File: config.mk
export PLATFORM = sky130hd
export DESIGN_NAME = protobuf_field_encoder_unit
export DESIGN_NICKNAME = d
export VERILOG_FILES = /design/src/hdl/pfe_pkg.sv /design/src/hdl/protobuf_field_encoder_unit.sv /design/src/hdl/pfe_serializer.sv
export SDC_FILE = /design/constraint.sdc
export NUM_CORES = 1
export LEC_CHECK = 0
export CORE_ASPECT_RATIO = 0.6
export CORE_MARGIN = 4
export CORE_UTILIZATION = 47
export CTS_CLUSTER_SIZE = 30
export DETAILED_ROUTE_END_ITERATION = 8
export DONT_BUFFER_PORTS = 1
export PLACE_DENSITY = 0.65
export SLEW_MARGIN = 30
export SYNTH_ARGS = -nofsm -noshare
export SYNTH_HDL_FRONTEND = slang
export SYNTH_SLANG_ARGS = --single-unit
File: constraint.sdc
create_clock -name aclk -period 5.7 [get_ports aclk]
set_input_delay 1.14 -clock aclk [delete_from_list [all_inputs] [get_ports aclk]]
set_output_delay 1.14 -clock aclk [all_outputs]
set_load 0.02 [all_outputs]
File: src/hdl/pfe_pkg.sv
// Shared types and constants for the protocol buffer field encoder.
`timescale 1ns / 1ps

package pfe_pkg;

    localparam int KIND_W      = 2;
    localparam int FNUM_W      = 32;
    localparam int VALUE_W     = 64;
    localparam int BYTE_W      = 8;
    localparam int TAG_SHIFT   = 3;
    localparam int TAG_W       = FNUM_W + TAG_SHIFT;
    localparam int GROUP_W     = 7;
    localparam int TAG_GROUPS  = (TAG_W + GROUP_W - 1) / GROUP_W;
    localparam int VAL_GROUPS  = (VALUE_W + GROUP_W - 1) / GROUP_W;
    localparam int TAG_CNT_W   = $clog2(TAG_GROUPS + 1);
    localparam int VAL_CNT_W   = $clog2(VAL_GROUPS + 1);

    localparam logic [KIND_W-1:0] KIND_VARINT  = 2'd0;
    localparam logic [KIND_W-1:0] KIND_HEADER  = 2'd1;
    localparam logic [KIND_W-1:0] KIND_PAYLOAD = 2'd2;

    localparam logic [TAG_SHIFT-1:0] WIRE_VARINT = 3'd0;
    localparam logic [TAG_SHIFT-1:0] WIRE_BYTES  = 3'd2;

    // One item as the serialiser sees it; a payload byte sits in val[7:0].
    typedef struct packed {
        logic                 is_payload;
        logic [TAG_W-1:0]     tag;
        logic [TAG_CNT_W-1:0] tag_cnt;
        logic [VALUE_W-1:0]   val;
        logic [VAL_CNT_W-1:0] val_cnt;
    } pfe_item_t;

endpackage

File: src/hdl/protobuf_field_encoder_unit.sv
// Protocol buffer varint field encoder: top level with input and count stages.
// An item passes stage 1 and stage 2 into the serialiser's item register, which drives
// the output; it stays there until its last byte is taken, and yields 1 to 15 bytes
// (tag varint 1-5 plus value varint 1-10, or one payload byte); kind 3 yields none.
// The two front stages take a new item each cycle while the serialiser has room.
// Reset (aresetn low, synchronous) empties every stage; there is no other state.
`timescale 1ns / 1ps

module protobuf_field_encoder_unit (
    input  logic         aclk,
    input  logic         aresetn,
    input  logic         s_valid,
    output logic         s_ready,
    input  logic [1:0]   s_kind,
    input  logic [31:0]  s_field_number,
    input  logic [63:0]  s_value,
    input  logic [7:0]   s_payload_byte,
    output logic         m_valid,
    input  logic         m_ready,
    output logic [7:0]   m_out_byte,
    output logic         m_last
);

    // Stage 1: tag assembled.
    logic                        s1_valid_reg;
    logic                        s1_payload_reg;
    logic [pfe_pkg::TAG_W-1:0]   s1_tag_reg;
    logic [pfe_pkg::VALUE_W-1:0] s1_value_reg;
    logic [7:0]                  s1_byte_reg;
    logic                        s1_ready;

    // Stage 2: byte counts resolved.
    logic                        s2_valid_reg;
    pfe_pkg::pfe_item_t          s2_item_reg;
    pfe_pkg::pfe_item_t          s2_item_next;
    logic                        s2_ready;
    logic                        ser_ready;

    logic [pfe_pkg::TAG_SHIFT-1:0] wire_type;
    logic                          kind_known;

    assign s2_ready = !s2_valid_reg || ser_ready;
    assign s1_ready = !s1_valid_reg || s2_ready;
    assign s_ready  = s1_ready;

    assign wire_type  = (s_kind == pfe_pkg::KIND_HEADER) ? pfe_pkg::WIRE_BYTES
                                                         : pfe_pkg::WIRE_VARINT;
    // Kind 3 is taken but produces nothing, so it never enters the pipe.
    assign kind_known = s_kind inside {pfe_pkg::KIND_VARINT, pfe_pkg::KIND_HEADER,
                                       pfe_pkg::KIND_PAYLOAD};

    always_ff @(posedge aclk) begin
        if (!aresetn) begin
            s1_valid_reg <= 1'b0;
        end else if (s1_ready) begin
            s1_valid_reg <= s_valid && kind_known;
        end
        if (s1_ready) begin
            s1_payload_reg <= (s_kind == pfe_pkg::KIND_PAYLOAD);
            s1_tag_reg     <= {s_field_number, wire_type};
            s1_value_reg   <= s_value;
            s1_byte_reg    <= s_payload_byte;
        end
    end

    // Byte count of a varint is the index of the highest non-zero 7-bit group plus one.
    always_comb begin
        s2_item_next            = '0;
        s2_item_next.is_payload = s1_payload_reg;
        if (s1_payload_reg) begin
            s2_item_next.tag_cnt = '0;
            s2_item_next.val     = {{(pfe_pkg::VALUE_W-8){1'b0}}, s1_byte_reg};
            s2_item_next.val_cnt = pfe_pkg::VAL_CNT_W'(1);
        end else begin
            s2_item_next.tag     = s1_tag_reg;
            s2_item_next.val     = s1_value_reg;
            s2_item_next.tag_cnt = pfe_pkg::TAG_CNT_W'(1);
            for (int g = 1; g < pfe_pkg::TAG_GROUPS; g++) begin
                if ((s1_tag_reg >> (pfe_pkg::GROUP_W * g)) != '0) begin
                    s2_item_next.tag_cnt = pfe_pkg::TAG_CNT_W'(g + 1);
                end
            end
            s2_item_next.val_cnt = pfe_pkg::VAL_CNT_W'(1);
            for (int g = 1; g < pfe_pkg::VAL_GROUPS; g++) begin
                if ((s1_value_reg >> (pfe_pkg::GROUP_W * g)) != '0) begin
                    s2_item_next.val_cnt = pfe_pkg::VAL_CNT_W'(g + 1);
                end
            end
        end
    end

    always_ff @(posedge aclk) begin
        if (!aresetn) begin
            s2_valid_reg <= 1'b0;
        end else if (s2_ready) begin
            s2_valid_reg <= s1_valid_reg;
        end
        if (s2_ready) begin
            s2_item_reg <= s2_item_next;
        end
    end

    pfe_serializer u_ser (
        .aclk       (aclk),
        .aresetn    (aresetn),
        .in_valid   (s2_valid_reg),
        .in_item    (s2_item_reg),
        .in_ready   (ser_ready),
        .m_valid    (m_valid),
        .m_ready    (m_ready),
        .m_out_byte (m_out_byte),
        .m_last     (m_last)
    );

`ifndef ASSERT_OFF
    a_s2_hold: assert property (@(posedge aclk) disable iff (!aresetn)
        (s2_valid_reg && !ser_ready) |=> (s2_valid_reg && $stable(s2_item_reg)))
        else $error("stalled stage 2 item changed");
    a_s1_hold: assert property (@(posedge aclk) disable iff (!aresetn)
        (s1_valid_reg && !s2_ready) |=> (s1_valid_reg && $stable(s1_tag_reg)))
        else $error("stalled stage 1 item changed");
    a_s2_counts: assert property (@(posedge aclk) disable iff (!aresetn)
        (s2_valid_reg && s2_item_reg.is_payload) |->
            (s2_item_reg.tag_cnt == '0 && s2_item_reg.val_cnt == 1))
        else $error("payload item with varint counts");
`endif

endmodule

File: src/hdl/pfe_serializer.sv
// Serialiser: tag then value varint, or a payload byte; one beat per cycle if m_ready.
`timescale 1ns / 1ps

module pfe_serializer (
    input  logic                  aclk,
    input  logic                  aresetn,
    input  logic                  in_valid,
    input  pfe_pkg::pfe_item_t    in_item,
    output logic                  in_ready,
    output logic                  m_valid,
    input  logic                  m_ready,
    output logic [7:0]            m_out_byte,
    output logic                  m_last
);

    logic               busy_reg;
    logic               busy_next;
    pfe_pkg::pfe_item_t item_reg;
    pfe_pkg::pfe_item_t item_next;
    logic               in_tag;

    assign in_tag  = (item_reg.tag_cnt != '0);
    assign m_valid = busy_reg;
    assign m_last  = !in_tag && (item_reg.is_payload || item_reg.val_cnt == 1);

    always_comb begin
        if (in_tag) begin
            m_out_byte = {item_reg.tag_cnt != 1, item_reg.tag[pfe_pkg::GROUP_W-1:0]};
        end else if (item_reg.is_payload) begin
            m_out_byte = item_reg.val[pfe_pkg::BYTE_W-1:0];
        end else begin
            m_out_byte = {item_reg.val_cnt != 1, item_reg.val[pfe_pkg::GROUP_W-1:0]};
        end
    end

    // A new item may be loaded in the same cycle as the final beat of the previous one.
    assign in_ready = !busy_reg || (m_ready && m_last);

    always_comb begin
        busy_next = busy_reg;
        item_next = item_reg;
        if (busy_reg && m_ready) begin
            if (m_last) begin
                busy_next = 1'b0;
            end else if (in_tag) begin
                item_next.tag     = item_reg.tag >> pfe_pkg::GROUP_W;
                item_next.tag_cnt = item_reg.tag_cnt - 1'b1;
            end else begin
                item_next.val     = item_reg.val >> pfe_pkg::GROUP_W;
                item_next.val_cnt = item_reg.val_cnt - 1'b1;
            end
        end
        if (in_valid && in_ready) begin
            busy_next = 1'b1;
            item_next = in_item;
        end
    end

    always_ff @(posedge aclk) begin
        if (!aresetn) begin
            busy_reg <= 1'b0;
        end else begin
            busy_reg <= busy_next;
        end
        item_reg <= item_next;
    end

`ifndef ASSERT_OFF
    a_val_cnt_live: assert property (@(posedge aclk) disable iff (!aresetn)
        busy_reg |-> (item_reg.val_cnt != '0))
        else $error("serialiser busy with an empty value count");
    a_tag_cnt_range: assert property (@(posedge aclk) disable iff (!aresetn)
        busy_reg |-> (item_reg.tag_cnt <= pfe_pkg::TAG_GROUPS))
        else $error("tag byte count out of range");
    a_val_cnt_range: assert property (@(posedge aclk) disable iff (!aresetn)
        busy_reg |-> (item_reg.val_cnt <= pfe_pkg::VAL_GROUPS))
        else $error("value byte count out of range");
    a_continue: assert property (@(posedge aclk) disable iff (!aresetn)
        (m_valid && m_ready && !m_last) |=> m_valid)
        else $error("item ended without a last beat");
    a_no_load_mid_item: assert property (@(posedge aclk) disable iff (!aresetn)
        (busy_reg && !(m_ready && m_last)) |-> !in_ready)
        else $error("serialiser accepted an item mid-stream");
`endif

endmodule

# After elaboration in Yosys (flattened, before gate mapping)

Index checks and enable logic that the tools add are counted.
W data, S select, Z words.

Register bits: 325
Input port bits: 110
Output and inout port bits: 11

Add/subtract/negate cells: 2
Eq/ne operators: 7
Multiplexer cells: 25
Reductions and logical operators: 36

Operators with widths:

| operator              | number |
|---|---|
| $reduce_bool A64 Y1   | 8 |
| $mux W106             | 3 |
| $reduce_bool A35 Y1   | 4 |
| $mux W68              | 1 |
| $mux W38              | 1 |
| $mux W4               | 8 |
| $mux W8               | 2 |
| $mux W12              | 1 |
| $mux W2               | 4 |
| $mux W3               | 2 |
| $reduce_and A3 Y1     | 2 |
| $reduce_bool A2 Y1    | 3 |
| $reduce_bool A3 Y1    | 2 |
| $logic_and A1 B1 Y1   | 5 |
| $eq A4 B1 Y1 const B  | 1 |
| $logic_not A1 Y1      | 4 |
| $logic_or A1 B1 Y1    | 4 |
| $ne A2 B2 Y1 const B  | 2 |
| $ne A4 B1 Y1 const B  | 1 |
| $reduce_or A4 Y1      | 1 |
| $sub A4 B1 Y4 const B | 1 |
| $mux W1               | 3 |
| $ne A3 B1 Y1 const B  | 1 |
| $reduce_or A3 Y1      | 1 |
| 5 further kinds       | 5 |

# Depth between registers and ports, before layout

Gate-level depths: netlist of the first run.

Depth in word-level cells: 11
Gate-level depth with buffers: 8
Depth with buffers taken out: 6

# By module

A second synthesis of the first run with hierarchy kept.

Cell total of the unflattened synthesis: 650
Area, all modules: 12,216.7 sq um

By module, submodules not included:

| module                      | times used | cells an instance | area each (sq um) | seq. area each (sq um) |
|---|---|---|---|---|
| protobuf_field_encoder_unit | 1          | 384               | 7,468.4           | 6,376.1 |
| pfe_serializer              | 1          | 266               | 4,748.3           | 3,233.1 |

# Least setup slack after synthesis of the first run

Ideal clock, no wire load.

Path type: in2reg
Start: in m_ready
End: reg s1_byte_reg[0] (enable)
Arrival time: 4.035 ns
Setup slack: 0.370 ns
Stages on the path: 3
Path buffers: 0
Cell sequence: nand3b_1 > a22o_1 > nand3_1

Word-level cells in the longest chain between the ends: 4

RTL lines:

| what                   | RTL line                          | source |
|---|---|---|
| start: declaration     | protobuf_field_encoder_unit.sv:19 | `input logic m_ready,` |
| $logic_and A1 B1 Y1    | pfe_serializer.sv:37              | `assign in_ready = !busy_reg \|\| (m_ready && m_last);` |
| $logic_or A1 B1 Y1     | pfe_serializer.sv:37              |  |
| $logic_or A1 B1 Y1     | protobuf_field_encoder_unit.sv:42 | `assign s2_ready = !s2_valid_reg \|\| ser_ready;` |
| $logic_or A1 B1 Y1     | protobuf_field_encoder_unit.sv:43 | `assign s1_ready = !s1_valid_reg \|\| s2_ready;` |
| named net s_ready      | protobuf_field_encoder_unit.sv:13 | `output logic s_ready,` |
| end signal: assignment | protobuf_field_encoder_unit.sv:62 | `s1_byte_reg <= s_payload_byte;` |
| end: declaration       | protobuf_field_encoder_unit.sv:29 | `logic [7:0] s1_byte_reg;` |

The timed path passes the listed nets, and every way through them passes these cells.
A chain may end at the register's enable or synchronous reset.

# Worst setup path after layout of the first run

Start: reg u_ser.busy_reg (netlist: u_ser.m_valid)
End: out s_ready

Word-level cells in the longest chain between the ends: 4

RTL lines:

| what                     | RTL line                          | source |
|---|---|---|
| start: declaration       | pfe_serializer.sv:16              | `logic busy_reg;` |
| start signal: assignment | pfe_serializer.sv:63              | `busy_reg <= busy_next;` |
| $logic_not A1 Y1         | pfe_serializer.sv:37              |  |
| $logic_or A1 B1 Y1       | pfe_serializer.sv:37              |  |
| $logic_or A1 B1 Y1       | protobuf_field_encoder_unit.sv:42 |  |
| $logic_or A1 B1 Y1       | protobuf_field_encoder_unit.sv:43 |  |
| end: declaration         | protobuf_field_encoder_unit.sv:13 |  |

Every way passes these cells.

==> run summary, run 1 <==
minimum clock period: 3692 ps
Cells after Synth: 674
Routed WL per cell: 19.97 um
M3 GR Usage: 0.03512
Power, Total: 5047 uW
vias per cell: 5.169
CTS tree: built
placed insts: 1008
Initial DRC Count: 407
Avg Cell Area, Syn: 18.11 um^2
postcts setup bufs: 0
die width: 216.1 um
largest family of logic cells by synthesized area: simple AND/OR/NAND/NOR gates
antenna fix cells: 0
CP max stage delay: 660 ps
Max Fanout on Critical Path: 41
number of global-route vias before repair: 5639
XOR/XNOR share of the synthesized area: 0.002152
Max Cap Viol: 0
full die area: 0.02870 mm^2
most frequent cell after synthesis: edfxtp_1
NumNets Final: 804
Tcrit/Tclk final: 0.6477
Slew @ Worst Pin: 904.2 ps
Clk Latency, worst-skew pair: 550 ps
global route total overflow: 0
pin count of the biggest net entering global routing: 94
fin. max-slew vios: 0
setup tns final: 0 ps
TritonCTS Buffers: 29
highest clock rate: 0.2709 GHz
leading area contributor after synthesis: edfxtp_1
met1 usage: 0.2194
Yosys warnings: 0
PostCTS Resize Cnt: 0
chip height: 132.8 um
overall routing resource usage: 0.1471
required time of the critical path: 4560 ps
initial antenna violation count: 0
Post-synth top flop: edfxtp_1
HP Class: flip-flop to flip-flop
Cell Pwr Density: 369.4 mW/mm^2
post-synthesis simple-gate area fraction: 0.09069
Crit Path Category: flip-flop to output pin
mux cell area share after synthesis: 0.08485
RSZ-0062 raised after global routing: no
Max transition margin: 0.3972
Worst VDD drop: 0.0003221 V
non-filler cells, final: 1064
via count: 5500
routability cong.: 0.8043
placed wire-length estimate: 13390 um
DRC viols: 0
syn_nets: 789
hold_ws: 438.9 ps
CP Cell Sequence: nor2b_1 -> a22o_1 -> nand3_4
share of cells above drive strength 1: 0.1433
number of port buffers: 0
synth cell count leaders: 318 x edfxtp_1, 97 x nor2b_1, 50 x mux2_1
Adder-Cell Fraction of Synth Area: 0.005124
status: finished, final reports clean
Clock Pin Slew Worst Setup and Hold Paths: 70 ps
Setup crit start kind: flip-flop
clk sink count: 321
post-synthesis cell type count: 44
Starting Density: 0.4797
Setup-failing EPs final: 0
Post-synth EDFFs: 318
Core ar.: 0.02545 mm^2
Hold-fix buffers, CTS: 0
Slowest-stage cell, CP: dfxtp_1
WP data arrival: 2550 ps
area delta synth->final: 11.92%
Synth Register Bits: 321
WL final: 21250 um
Static Leak: 0.004729 uW
max reg flops: 107
Compound-Gate Fraction of Synth Area: 0.01660
Synth Cell Area: 0.01221 mm^2
Final Util: 0.5369
Row Count: 45
H-tree depth: 1
root buf cell: clkbuf_16
Hold Fails Final Rpt: 0
CP endpoint kind: output pin
Post-DRT Antenna Nets: 0
Ports: 121
met2 Use GR: 0.2234
Max clock buf depth: 3
DRT Pass-1 Iters: 4
async set or reset register ratio after synthesis: 0
sequential area share after synthesis: 0.7870
Area contributors post-synth: edfxtp_1 78%, nor2b_1 5.0%, mux2_1 4.6%
gr busiest metal: met2
Worst Skew: 21.49 ps
first-pass GRT wire length: 33000 um
Synth top area share: 0.7821
[stage by stage]
step,setup WS [ps],area [um^2]
after floorplan,369.7,12210
after global placement,2314,12600
after detailed placement,2157,12610
after CTS,1973,13630
after global routing,1837,13660
final,2008,13660
[layout make-up]
cell class	count	area [um^2]
Clock buffer	30	729.5
Clock inverter	24	282.8
Fill cell	1997	11790
Inverter	6	22.52
Multi-Input combinational cell	323	2484
Sequential cell	321	9609
Tap cell	352	440.4
Timing Repair Buffer	8	96.34
[worst paths after layout]
check	startpoint	end	slack (ps)	depth (start not counted)
max	u_ser.m_valid$_SDFFE_PN0P_	s_ready	2010	3
min	s2_item_reg[106]$_DFFE_PP_	u_ser.item_reg[106]$_DFFE_PP_	440	0
max reg2reg	u_ser.item_reg[1]$_DFFE_PP_	s1_value_reg[21]$_DFFE_PP_	2490	6
min reg2reg	s2_item_reg[106]$_DFFE_PP_	u_ser.item_reg[106]$_DFFE_PP_	440	0
[critical path: cells and delay by family, from the launching register on]
kind,cells,cell delay [ps]
and+or+nand+nor,2,910
DFF,1,660
AOI/OAI and AO/OA,1,400
[cells by family (layout without fill, tap and decap cells)]
family          Yosys count  after routing
buf+inv                  30             68
xor+xnor                  3              3
mux                      92             92
simple gates            194            194
compound gates           29             29
fa+ha+maj                 5              5
flops                   321            321
[where the power goes]
group | switching (uW) | internal [uW]
Clock | 834 | 1200
Combinational | 113 | 79.6
Sequential | 55.4 | 2760
[per-layer routing]
layer	vias up	part of all wire
li1	2580	-
met1	2768	0.48
met2	127	0.45
met3	25	0.050
met4	0	0.018
met5	-	0
[cell usage in the layout, fill, tap and decap left out, drive strengths merged, types with 2 or more instances in the layout]
| cell | count |
|---|---|
| or4 | 4 |
| a21oi | 8 |
| edfxtp | 318 |
| nand2 | 34 |
| bufinv | 6 |
| clkinv | 13 |
| dfxtp | 3 |
| ha | 5 |
| nor2b | 97 |
| or3 | 2 |
| inv | 7 |
| a221oi | 2 |
| nor2 | 6 |
| buf | 8 |
| nor3 | 13 |
| o21ai | 8 |
| nand3 | 3 |
| nor4 | 10 |
| nand2b | 3 |
| xnor2 | 2 |
| clkinvlp | 4 |
| o211ai | 2 |
| clkbuf | 30 |
| mux2 | 92 |
| and2 | 14 |
| nand4 | 2 |
(Power assumes the default switching activity.)
==> run 2: changes to the inputs <==
Settings changed: ABC_AREA set to 1.
Clock period 5.7 ns to 3.65 ns, I/O delays scaled along.
==> run summary, run 2 <==
status: finished, final reports clean
Final Util: 0.5250 (-0.01196)
required time of the critical path: 2920 ps (-1640 ps)
DRC viols: 0 (unchanged)
dpl ws: 805.3 ps (-1352 ps)
postcts setup bufs: 0 (unchanged)
Initial DRC Count: 671 (+65%)
initial antenna violation count: 2 (+2)
Max Fanout on Critical Path: 4 (-90%)
Max transition margin: 0.4896 (+0.09238)
Setup crit start kind: flip-flop
hold_ws: 276.5 ps (-162.4 ps)
Routed WL per cell: 16.83 um (-16%)
M1 WL: 12530 um (+23%)
CTS tree: built
highest metal used: met5
commonest cells after routing, fill and taps aside: 343 x nand2_1, 318 x edfxtp_1, 155 x nor2_1, 121 x inv_1, 29 x clkbuf_16
final worst slack: 211.5 ps (-1797 ps)
Cells after Synth: 1055 (+57%)
area delta synth->final: 9.862%
RSZ-0062 raised after global routing: no
Static Leak: 0.005665 uW (+20%)
die width: 219.6 um (+1.6%)
CP max stage delay: 440 ps (-220 ps)
WP data arrival: 2710 ps (+160 ps)
Hold Fails Final Rpt: 0 (unchanged)
DRT Pass-1 Iters: 5 (+1)
syn_nets: 1170 (+48%)
Avg Cell Area, Syn: 11.97 um^2 (-34%)
Post-synth top flop: edfxtp_1
Clk Latency, worst-skew pair: 540 ps (about the same)
Row Count: 46 (+2.2%)
Max Cap Viol: 0 (unchanged)
routability cong.: 0.8458 (+5.2%)
setup tns final: 0 ps (unchanged)
Worst path top cell family by delay: simple AND/OR/NAND/NOR gates
most common cell after layout, fill and taps aside: nand2_1
Synth Cell Area: 0.01262 mm^2 (+3.4%)
clk sink count: 321 (unchanged)
HP Class: input pin to flip-flop
post-synthesis cell type count: 28 (-36%)
async set or reset register ratio after synthesis: 0 (unchanged)
H-tree depth: 1 (unchanged)
overall routing resource usage: 0.1668 (+0.01971)
Slew @ Worst Pin: 765.7 ps (-138.6 ps)
leading area contributor after synthesis: edfxtp_1
Starting Density: 0.4778 (-0.001910)
root buf cell: clkbuf_16
Core ar.: 0.02642 mm^2 (+3.8%)
Area contributors post-synth: edfxtp_1 76%, nand2_1 10%, nor2_1 4.6%
max reg flops: 107 (unchanged)
Synth top area share: 0.7565 (-0.02566)
Crit Path Category: flip-flop to output pin
WL final: 24290 um (+14%)
Slowest-stage cell, CP: edfxtp_1
Yosys warnings: 0 (unchanged)
number of port buffers: 0 (unchanged)
vias per cell: 4.794 (-7.3%)
sequential area share after synthesis: 0.7612 (-0.02582)
Filler Cell Count: 2227 (+12%)
Ports: 121 (unchanged)
CP Cell Sequence: ha_1 -> a21oi_1 -> nor2_4 -> o21ai_1 -> inv_1 -> nor2_1 -> nand2_4
Setup-failing EPs final: 0 (unchanged)
NumNets Final: 1178 (+47%)
crit path buf inv count: 1 (+1)
minimum clock period: 3439 ps
WL met3: 2314 um (+120%)
first-pass GRT wire length: 38070 um (+15%)
PostCTS Resize Cnt: 0 (unchanged)
Worst VDD drop: 0.0003617 V (+12%)
Tcrit/Tclk final: 0.9421
CP endpoint kind: output pin
via count: 6918 (+26%)
Synth Register Bits: 321 (unchanged)
chip height: 134.9 um (+1.6%)
placed wire-length estimate: 16190 um (+21%)
Hold-fix buffers, CTS: 0 (unchanged)
Power, Total: 7462 uW (+48%)
Clock Pin Slew Worst Setup and Hold Paths: 60 ps (about the same)
pin count of the biggest net entering global routing: 107 (+14%)
synth cell count leaders: 344 x nand2_1, 318 x edfxtp_1, 155 x nor2_1
Max clock buf depth: 3 (unchanged)
highest clock rate: 0.2908 GHz
full die area: 0.02963 mm^2 (+3.2%)
global route total overflow: 0 (unchanged)
met2 wire len: 9131 um (-5.0%)
Worst Skew: 11.51 ps (-9.979 ps)
most frequent cell after synthesis: nand2_1
Cell Pwr Density: 538.0 mW/mm^2 (+46%)
number of global-route vias before repair: 6578 (+17%)
fin. max-slew vios: 0 (unchanged)
Post-synth EDFFs: 318 (unchanged)
share of cells above drive strength 1: 0.06192 (-0.08134)
Post-DRT Antenna Nets: 0 (unchanged)
TritonCTS Buffers: 29 (unchanged)
-- run 2: cell count changes in the layout (fill, tap and decap cells not counted), moves of 9 or more --
cell     previous run  this run
nand2_1            33       343
nor2_1              6       155
inv_1               6       121
nor2b_1            97         0
mux2_1             50         0
mux2_2             42         0
and2_1             14         0
nor2_2              0        10
nand3_1             2        11
-- run 2: cells by family (layout without fill, tap and decap cells) --
logic type	Yosys count	after routing	synth area share
other cells	0	1	0
xor+xnor	3	3	0.002082
compound gates	22	22	0.009616
buf+inv	159	186	0.05223
flops	321	321	0.7612
simple gates	545	545	0.1699
fa+ha+maj	5	5	0.004956
-- run 2: final timing paths --
path	depth (start not counted)	from	slack (ps)	to
worst max-delay path	7	u_ser.item_reg[0]$_DFFE_PP_	210	s_ready
worst min-delay path	0	s_value[4]	280	s1_value_reg[4]$_DFFE_PP_
worst max register to register	8	u_ser.item_reg[0]$_DFFE_PP_	790	s1_value_reg[41]$_DFFE_PP_
worst min register to register	0	s2_item_reg[106]$_DFFE_PP_	440	u_ser.item_reg[106]$_DFFE_PP_
-- run 2: layout make-up --
| cell class | count | area [um^2] | area share |
|---|---|---|---|
| Tap cell | 360 | 450.4 | 0.03248 |
| Sequential cell | 321 | 9609 | 0.6929 |
| Inverter | 126 | 476.7 | 0.03437 |
| Clock buffer | 36 | 752.0 | 0.05422 |
| Clock inverter | 14 | 62.56 | 0.004511 |
| Antenna cell | 1 | 2.502 | 0.0001804 |
| Timing Repair Buffer | 10 | 125.1 | 0.009022 |
| Multi-Input combinational cell | 575 | 2390 | 0.1723 |
-- run 2: metal layers --
metal	GRT usage	vias to the layer above
met5	0	-
met4	0.02858	2
met3	0.05060	30
met2	0.2062	241
met1	0.2863	3193
li1	-	3452
-- run 2: report_power, final --
| part | leakage [uW] | switching (uW) | internal (uW) | total, uW |
|---|---|---|---|---|
| Clock | 0.000398 | 1240 | 1450 | 2690 |
| Combinational | 0.00198 | 276 | 97.4 | 374 |
| Sequential | 0.00328 | 84.6 | 4320 | 4400 |
| Total | 0.00566 | 1600 | 5860 | 7460 |
-- run 2: per-stage QoR --
step	instances	cell area [um^2]
2_1_floorplan	1055	12640
3_3_place_gp	1392	13050
3_5_place_dp	1392	13050
4_1_cts	1442	13870
5_1_grt	1442	13870
6_report	1443	13870
